File: config.mk
export PLATFORM = sky130hd
export DESIGN_NAME = rgbypb_div_pipe
export DESIGN_NICKNAME = d
export VERILOG_FILES = /design/src/design/rgbypb_pkg.sv /design/src/design/rgbypb_div_pipe.sv
export SDC_FILE = /design/constraint.sdc
export NUM_CORES = 1
export LEC_CHECK = 0
export ABC_AREA = 1
export BUFFER_PORTS_ARGS = -buffer_cell sky130_fd_sc_hd__buf_2
export CAP_MARGIN = 20
export CELL_PAD_IN_SITES_DETAIL_PLACEMENT = 0
export CELL_PAD_IN_SITES_GLOBAL_PLACEMENT = 1
export CORE_UTILIZATION = 53
export CTS_CLUSTER_DIAMETER = 60
export DETAILED_ROUTE_END_ITERATION = 7
export PLACE_DENSITY = 0.88
export SETUP_SLACK_MARGIN = 0.2
export SYNTH_ARGS = -nofsm -noshare
export SYNTH_HDL_FRONTEND = slang
export SYNTH_SLANG_ARGS = --single-unit
File: constraint.sdc
create_clock -name clk -period 3.7 [get_ports clk]
set_input_delay 0.37 -clock clk [delete_from_list [all_inputs] [get_ports clk]]
set_output_delay 0.37 -clock clk [all_outputs]
set_load 0.05 [all_outputs]
File: src/design/rgbypb_pkg.sv
// ----------------------------------------------------------------------------
// rgbypb_pkg
// Shared widths, constants and coefficient helper for the RGB to YPbPr block.
// ----------------------------------------------------------------------------
package rgbypb_pkg;

    localparam int COMP_W        = 16;
    localparam int OUT_W         = 17;
    localparam int CFG_W         = 16;
    localparam int APB_DATA_W    = 32;
    localparam int APB_ADDR_W    = 3;
    localparam int FRAC_BITS_DEF = 16;
    localparam int QUOT_W        = 18;
    localparam int OUT_SHIFT     = 16;
    localparam int OUT_ONE       = 65536;
    localparam int OUT_HALF      = 32768;

    localparam logic [CFG_W-1:0] MAX_VALUE_RST = 16'd255;

    // Register index, taken from paddr above the byte offset.
    localparam logic [APB_ADDR_W-3:0] REG_MAX_VALUE = '0;

    // BT.601 weights in millionths.
    localparam longint unsigned MICRO_SCALE = 64'd1000000;
    localparam longint unsigned Y_R_U  = 64'd299000;
    localparam longint unsigned Y_G_U  = 64'd587000;
    localparam longint unsigned Y_B_U  = 64'd114000;
    localparam longint unsigned PB_R_U = 64'd168736;
    localparam longint unsigned PB_G_U = 64'd331264;
    localparam longint unsigned HALF_U = 64'd500000;
    localparam longint unsigned PR_G_U = 64'd418688;
    localparam longint unsigned PR_B_U = 64'd81312;

    // Weight in millionths to a fixed-point constant, rounded to nearest.
    function automatic longint unsigned coef_fx(input longint unsigned micro,
                                                input int frac);
        return ((micro << frac) + (MICRO_SCALE / 2)) / MICRO_SCALE;
    endfunction

endpackage

File: src/design/rgbypb_div_pipe.sv
// ----------------------------------------------------------------------------
// rgbypb_div_pipe
// Pipelined restoring divider, one quotient bit per stage, with a sign tag.
// ----------------------------------------------------------------------------
module rgbypb_div_pipe #(
    parameter int QW = rgbypb_pkg::QUOT_W,
    parameter int DW = rgbypb_pkg::COMP_W
) (
    input  logic             clk,
    input  logic             en,
    input  logic [DW-1:0]    divisor,
    input  logic [DW+QW-1:0] dividend,
    input  logic             neg_in,
    output logic [QW-1:0]    quotient,
    output logic             neg_out
);

    // The remainder sits above the dividend bits still to be brought down;
    // quotient bits shift in from the bottom as dividend bits leave the top.
    logic [DW-1:0] rem_reg  [QW];
    logic [QW-1:0] rest_reg [QW];
    logic          neg_reg  [QW];

    for (genvar i = 0; i < QW; i++) begin : g_stage
        logic [DW-1:0] rem_in;
        logic [QW-1:0] rest_in;
        logic          sign_in;
        logic [DW:0]   trial;
        logic [DW:0]   diff;
        logic          fit;

        if (i == 0) begin : g_first
            assign rem_in  = dividend[DW+QW-1:QW];
            assign rest_in = dividend[QW-1:0];
            assign sign_in = neg_in;
        end
        else begin : g_next
            assign rem_in  = rem_reg[i-1];
            assign rest_in = rest_reg[i-1];
            assign sign_in = neg_reg[i-1];
        end

        always_comb
        begin
            trial = {rem_in, rest_in[QW-1]};
            diff  = trial - {1'b0, divisor};
            fit   = (trial >= {1'b0, divisor});
        end

        always_ff @(posedge clk)
        begin
            if (en)
            begin
                rem_reg[i]  <= fit ? diff[DW-1:0] : trial[DW-1:0];
                rest_reg[i] <= {rest_in[QW-2:0], fit};
                neg_reg[i]  <= sign_in;
            end
        end
    end

    assign quotient = rest_reg[QW-1];
    assign neg_out  = neg_reg[QW-1];

endmodule

==> results of run 1 <==
## worst paths after layout
check / start / to / slack (ps) / cells past startpoint
setup / recovery: divisor[10] / rem_reg[3][14]$_DFFE_PP_ / 1130 / 13
setup reg to reg: rem_reg[2][10]$_DFFE_PP_ / rem_reg[3][14]$_DFFE_PP_ / 1190 / 11
hold / removal: dividend[21] / rem_reg[0][4]$_DFFE_PP_ / 90 / 3
hold reg to reg: rest_reg[14][14]$_DFFE_PP_ / rest_reg[15][15]$_DFFE_PP_ / 400 / 0
## metrics by stage
step            util  area [um2]  std cells  setup slack (ps)
2_1_floorplan      -       40900       5130              1450
3_3_place_gp   0.558       42500       6206               481
3_5_place_dp   0.558       42500       6206               490
4_1_cts        0.594       45200       6360              1150
5_1_grt        0.594       45200       6360               979
6_report       0.594       45200       6360              1130
## cells in the final DEF, fill, tap and decap left out, drive strengths merged, types with 27 or more instances in the layout
cell    count
inv       847
clkinv     27
clkbuf     83
nand3     453
edfxtp    614
ha        288
nor3       56
nand4      76
buf       109
nand3b     32
nor2      228
xor2       80
a21oi     153
nand2    2127
## metal layers
layer	up-vias	GRT usage	share of wire
met5	-	0	0
met4	0	0.0883	0.029
met2	739	0.454	0.47
met1	14700	0.346	0.45
li1	16800	-	-
met3	166	0.0304	0.049
## power breakdown
group,internal (mW),switching [mW],leakage (nW)
clock network,4.46,3.01,1.23
registers,10.4,1.36,6.03
logic,5.89,11.1,15.7
## final cells by class
| cell class | count | area (um2) | share of cell area |
|---|---|---|---|
| Multi-Input combinational cell | 3617 | 18800 | 0.415 |
| Sequential cell | 614 | 18400 | 0.408 |
| Inverter | 836 | 3140 | 0.0694 |
| Clock buffer | 83 | 1930 | 0.0427 |
| Tap cell | 1030 | 1290 | 0.0285 |
| Timing Repair Buffer | 127 | 1010 | 0.0223 |
| Clock inverter | 53 | 616 | 0.0136 |
## cells by family (layout without fill, tap and decap cells)
| family | Yosys count | count (layout) | share of synthesized area |
|---|---|---|---|
| flops | 614 | 614 | 0.451 |
| compound gates | 194 | 194 | 0.0255 |
| xor+xnor | 104 | 104 | 0.0223 |
| fa+ha+maj | 305 | 305 | 0.0965 |
| buf+inv | 899 | 1099 | 0.0893 |
| simple gates | 3014 | 3014 | 0.315 |
## critical path, cell delays in order
cell                      delay, ps
sky130_fd_sc_hd__buf_2           90
sky130_fd_sc_hd__inv_1          620
sky130_fd_sc_hd__ha_1           420
sky130_fd_sc_hd__nand2_1        160
sky130_fd_sc_hd__inv_2           50
sky130_fd_sc_hd__nand2_1         80
sky130_fd_sc_hd__nor2_1          60
sky130_fd_sc_hd__nand3_1         90
sky130_fd_sc_hd__nand2_1        100
sky130_fd_sc_hd__nor2_4         410
sky130_fd_sc_hd__nand2_4        240
sky130_fd_sc_hd__nand2_1        120
sky130_fd_sc_hd__nand2_1        100
## what timing repair did
item,in CTS,in global routing
hold buffers,18,0
hold endpoints to repair,18,0
buffers inserted,0,0
==> reports/summary.log, run 1 <==
qor: logic_synthesis.postSynthNetCount 5,488
qor: logic_synthesis.async_reset_ff_frac 0
qor: detailed_routing.detail_route.wl_per_cell 16.1 um
qor: die.initial_standard_cell_utilization_of_the_core 0.537
qor: sta.timing.final.crit_period 2570 ps
qor: power_and_ir_drop.ir_drop 424 uV
qor: min_path.hold_path.class input pin to register
qor: die.site_row_count 101
qor: run.max_cap_viol_count 0
qor: outcome.run_status complete, no violations
qor: logic_synthesis.avgSynthCellArea 7.96 um2
qor: sta.highest_clock_frequency_the_design_can_meet 389 MHz
qor: final_layout.fillers 6,909
qor: detailed_routing.final_antenna_net_count 0
qor: place.place_congestion 0.943
qor: sta.timing.final.max_slew_violations 0
qor: final_layout.largest_reg_flops 324
qor: grt.overflow 0
qor: logic_synthesis.synth_cell_types 43
qor: cts.clkSlewWorstSetupHoldPaths 60 ps
qor: cts.cts-resized-gates 0
qor: sta.setup_repair_after_global_routing_missed_its_margin false
qor: grt.first_global_vias 31,100
qor: critical_path.crit_path_start_kind input pin
qor: sta.min_period_over_period 0.695
qor: logic_synthesis.ranking_of_synthesized_cells_by_area sky130_fd_sc_hd__edfxtp_1, sky130_fd_sc_hd__nand2_1, sky130_fd_sc_hd__ha_1
qor: die.floorplan.io_pins 72
qor: final_layout.antenna_cells 0
qor: power_and_ir_drop.p_leak 23.0 nW
qor: final_layout.drive_above_1_share 0.0679
qor: grt.pin_count_of_the_biggest_net_entering_global_routing 87
qor: logic_synthesis.yosysTopAreaCellShare 0.451
qor: power_and_ir_drop.post-layout-total-power 36.2 mW
qor: die.die_w 280 um
qor: sta.finalSetupViolCount 0
qor: place.detailed_place_hpwl 74.3 mm
qor: final_layout.final_nets 5,629
qor: cts.clk-insertion-delay-late 620 ps
qor: die.fp.coreArea 0.0761 mm2
qor: cts.clockBufferDepth 3
qor: logic_synthesis.post-synth-top-area-cell sky130_fd_sc_hd__edfxtp_1
qor: sta.setup_total_negative_slack 0 ps
qor: detailed_routing.dr.pass1.iters 7
qor: detailed_routing.initialDrtViolationCount 2,106
qor: sta.worst-slew-pin-transition 979 ps
qor: critical_path.worst-endpoint-required 4060 ps
qor: detailed_routing.drc 0
qor: die.die_y 280 um
qor: logic_synthesis.post_synth_most_frequent_cells sky130_fd_sc_hd__nand2_1, sky130_fd_sc_hd__inv_1, sky130_fd_sc_hd__edfxtp_1, sky130_fd_sc_hd__nand3_1, sky130_fd_sc_hd__ha_1
qor: cts.cts_htree_levels 3
qor: sta.fin_hold_ws 88.9 ps
qor: logic_synthesis.yosys_warnings 0
qor: logic_synthesis.synth.most_common_cell sky130_fd_sc_hd__nand2_1
qor: sta.worst_slew_margin_rel 0.347
qor: detailed_routing.vias_per_cell 5.10
qor: place.io_buffer_count 71
qor: detailed_routing.wl 102 mm
qor: critical_path.setup.worst_path.class input pin to register
qor: logic_synthesis.ys_seq_elements 614
qor: cts.tritoncts built
qor: critical_path.cp.arrival 2930 ps
qor: logic_synthesis.seq_area_frac_synth 0.451
qor: detailed_routing.detailroute.via_count 32,500
qor: logic_synthesis.post_synth_instance_area 0.0409 mm2
qor: power_and_ir_drop.p_per_area 802 mW/mm2
qor: critical_path.critical_path.endpoint_type register
qor: critical_path.cp_max_fo 17
qor: grt.grt_first_pass_wirelength 162 mm
qor: logic_synthesis.syn_inst 5,130
qor: grt.antenna_violations_before_repair 0
qor: cts.cts_buffers 75
qor: logic_synthesis.postSynth.topFlopCell sky130_fd_sc_hd__edfxtp_1
qor: die.die_area 0.0782 mm2
qor: sta.clock_skew 31.8 ps
qor: grt.total_track_usage 0.264
qor: cts.clkSinkCount 614
qor: final_layout.layout-area-overhead-vs-synth 10.6%
qor: cts.cts-root-buf sky130_fd_sc_hd__clkbuf_16
qor: sta.finalHoldViolCount 0
qor: logic_synthesis.synth_edf_count 614
Power figures use the tool's default switching activity.
==> run 2: changes to the inputs <==
Settings changed: CORE_UTILIZATION 53 to 49, PLACE_DENSITY 0.88 to 0.83.
Clock period 3.7 ns to 2.6 ns, I/O delays scaled along.
==> run 2 against run 1 <==
Compared with the run above: cell count grew 1.9%; non-clock buffer count grew 80; register-to-register slack got worse by 830 ps; wire length grew 2.7%; clock skew decreased by 11 ps; highest routed layer unchanged.
==> reports/summary.log, run 2 (synthesized netlist as in run 1, its figures left out) <==
qor: detailed_routing.vias_per_cell 5.05 [-1.0%]
qor: min_path.timing.hold.worst_path_depth 1 [-2]
qor: critical_path.worst-endpoint-required 2970 ps [-1090 ps]
qor: sta.fin_hold_ws 21.4 ps [-67.5 ps]
qor: min_path.hold-path-endpoint rest_reg[0][12]$_DFFE_PP_
qor: sta.finalHoldViolCount 0 [unchanged]
qor: power_and_ir_drop.ir_drop 554 uV [+31%]
qor: die.die_w 291 um [+4.0%]
qor: sta.post-route-worst-setup-slack 360 ps [-769 ps]
qor: power_and_ir_drop.p_per_area 1130 mW/mm2 [+41%]
qor: sta.clock_skew 21.1 ps [-10.7 ps]
qor: critical_path.critical_path.reg2reg.endpoint rem_reg[11][14]$_DFFE_PP_
qor: critical_path.r2r-start rem_reg[10][2]$_DFFE_PP_
qor: critical_path.timing.critical_path.buf_inv 1 [-2]
qor: cts.clkSinkCount 614 [unchanged]
qor: critical_path.setup.worst_path.class register to register
qor: min_path.hold_path.class input pin to register
qor: cts.cts-root-buf sky130_fd_sc_hd__clkbuf_16
qor: place.io_buffer_count 71 [unchanged]
qor: final_layout.finished_layout_cell_area 0.0461 mm2 [+2.0%]
qor: final_layout.layout-area-overhead-vs-synth 12.8%
qor: critical_path.cp_max_fo 17 [unchanged]
qor: place.dp_slack 126 ps [-364 ps]
qor: sta.timing.final.max_slew_violations 0 [unchanged]
qor: cts.clkSlewWorstSetupHoldPaths 60 ps [about the same]
qor: sta.highest_clock_frequency_the_design_can_meet 446 MHz
qor: cts.tritoncts built
qor: cts.cts_buffers 75 [unchanged]
qor: grt.first_global_vias 31,100 [+0.064%]
qor: final_layout.finalNonFillerCells 6,482 [+1.9%]
qor: sta.timing.final.crit_period 2240 ps
qor: cts.cts_setup_buffers 0 [unchanged]
qor: critical_path.critical_path.endpoint_type register
qor: sta.min_period_over_period 0.862
qor: place.detailed_place_hpwl 78.0 mm [+5.0%]
qor: sta.setup_repair_after_global_routing_missed_its_margin false
qor: die.fp.coreArea 0.0822 mm2 [+8.1%]
qor: grt.overflow 0 [unchanged]
qor: min_path.min-delay-start en
qor: cts.clockBufferDepth 3 [unchanged]
qor: power_and_ir_drop.post-layout-total-power 52.0 mW [+44%]
qor: final_layout.largest_reg_flops 324 [unchanged]
qor: die.initial_standard_cell_utilization_of_the_core 0.497 [-0.0403]
qor: die.die_area 0.0845 mm2 [+8.1%]
qor: detailed_routing.dr.pass1.iters 6 [-1]
qor: sta.finalSetupViolCount 0 [unchanged]
qor: power_and_ir_drop.p_leak 23.4 nW [+1.9%]
qor: grt.antenna_violations_before_repair 1 [+1]
qor: detailed_routing.wl 105 mm [+2.7%]
qor: critical_path.crit_path_start_kind register
qor: outcome.run_status complete, no violations
qor: detailed_routing.detail_route.wl_per_cell 16.2 um [+0.82%]
qor: place.place_inst 6,313 [+1.7%]
qor: grt.grt_first_pass_wirelength 167 mm [+2.6%]
qor: critical_path.slowest_delay 460 ps [-160 ps]
qor: final_layout.drive_above_1_share 0.0778 [+0.00989]
qor: critical_path.worst_path_cell_trace ha_1 > nand2_1 > inv_1 > nand2_1 > nand3_1 > nand2_1 > nand3_1 > nand2_4 > nand2_4 > nand2_1 > nand2_1
qor: final_layout.final_util 0.560 [-0.0338]
qor: die.site_row_count 105 [+4.0%]
qor: critical_path.reg2reg_setup_slack 360 ps [-830 ps]
qor: final_layout.mostFrequentLayoutCell sky130_fd_sc_hd__nand2_1
qor: detailed_routing.drc 0 [unchanged]
qor: critical_path.cp_slowest_cell sky130_fd_sc_hd__edfxtp_1
qor: detailed_routing.final_antenna_net_count 0 [unchanged]
qor: sta.worst_slew_margin_rel 0.674 [+0.327]
qor: critical_path.cp.arrival 2610 ps [-320 ps]
qor: grt.total_track_usage 0.250 [-0.0143]
qor: critical_path.path_delay_family simple AND/OR/NAND/NOR gates
qor: cts.clk-insertion-delay-late 630 ps [about the same]
qor: final_layout.final_nets 5,709 [+1.4%]
qor: run.max_cap_viol_count 0 [unchanged]
qor: detailed_routing.detailroute.via_count 32,700 [+0.89%]
qor: place.placedInstanceArea 0.0433 mm2 [+2.0%]
qor: place.place_congestion 0.938 [-0.47%]
qor: sta.setup_total_negative_slack 0 ps [unchanged]
qor: final_layout.most-common-layout-cells sky130_fd_sc_hd__nand2_1, sky130_fd_sc_hd__inv_1, sky130_fd_sc_hd__edfxtp_1, sky130_fd_sc_hd__nand3_1, sky130_fd_sc_hd__ha_1
qor: grt.pin_count_of_the_biggest_net_entering_global_routing 95 [+9.2%]
qor: cts.cts_htree_levels 3 [unchanged]
qor: sta.worst-slew-pin-transition 489 ps [-491 ps]
qor: critical_path.critical_path.most_common_cell sky130_fd_sc_hd__nand2_1
qor: detailed_routing.initialDrtViolationCount 2,196 [+4.3%]
qor: critical_path.worst_r2r_path_depth 11 [unchanged]
qor: die.die_y 291 um [+4.0%]
qor: die.floorplan.io_pins 72 [unchanged]
==> run 2: cell types whose count changed in the layout (fill, tap and decap cells not counted), sizes merged, moves of 2 or more <==
| cell | previous run | this run |
|---|---|---|
| clkinv | 27 | 39 |
| inv | 847 | 844 |
| buf | 109 | 176 |
| clkinvlp | 6 | 4 |
| dlygate4sd3 | 18 | 31 |
| bufinv | 9 | 4 |
==> run 2: how the worst max path moves through the flow <==
stage | start | to | slack [ps] | cells past startpoint
after floorplan | divisor[2] | rem_reg[11][4]$_DFFE_PP_ | 460 | 14
after global placement | divisor[3] | rem_reg[11][11]$_DFFE_PP_ | 180 | 14
after detailed placement | divisor[3] | rem_reg[11][14]$_DFFE_PP_ | 130 | 14
after CTS | rem_reg[10][2]$_DFFE_PP_ | rem_reg[11][11]$_DFFE_PP_ | 300 | 11
after global routing | rem_reg[11][7]$_DFFE_PP_ | rem_reg[12][13]$_DFFE_PP_ | 200 | 12
final | rem_reg[10][2]$_DFFE_PP_ | rem_reg[11][14]$_DFFE_PP_ | 360 | 11
==> run 2: where the power goes <==
group          switching [mW]  internal (mW)  total [mW]
combinational            16.2           8.99        25.2
sequential               1.93           14.8        16.7
clock                    4.30           5.81        10.1
==> run 2: per-layer routing <==
metal | track usage | vias up | share of wire | wire length, um
met5 | 0 | - | 0 | 0
met4 | 0.0723 | 0 | 0.026 | 2740
met3 | 0.0325 | 168 | 0.051 | 5300
met2 | 0.413 | 762 | 0.46 | 48100
met1 | 0.343 | 14800 | 0.47 | 48800
li1 | - | 17000 | - | -
==> run 2: area by class of cell <==
| type | instances | area (um2) |
|---|---|---|
| diodes | 1 | 2.50 |
| clock buffers | 82 | 1900 |
| clock inverters | 55 | 524 |
| fillers | 7724 | 36200 |
| inverters | 836 | 3140 |
| multi-input cells | 3617 | 18800 |
| flip-flops and latches | 614 | 18400 |
| well taps | 1070 | 1340 |
| repair buffers | 207 | 1930 |
==> run 2: timing repair <==
item                                    CTS  global route
resized for setup                         0             5
endpoints found under the setup margin    0            46
hold endpoints to repair                 31             0
hold buffers                             31             0
==> run 2: worst register-to-register path, cell delays in order (launching register included) <==
cell and delay, ps:
sky130_fd_sc_hd__edfxtp_1 460, sky130_fd_sc_hd__ha_1 380, sky130_fd_sc_hd__nand2_1 140, sky130_fd_sc_hd__inv_1 50, sky130_fd_sc_hd__nand2_1 80, sky130_fd_sc_hd__nand3_1 80, sky130_fd_sc_hd__nand2_1 80, sky130_fd_sc_hd__nand3_1 160
sky130_fd_sc_hd__nand2_4 230, sky130_fd_sc_hd__nand2_4 160, sky130_fd_sc_hd__nand2_1 110, sky130_fd_sc_hd__nand2_1 50
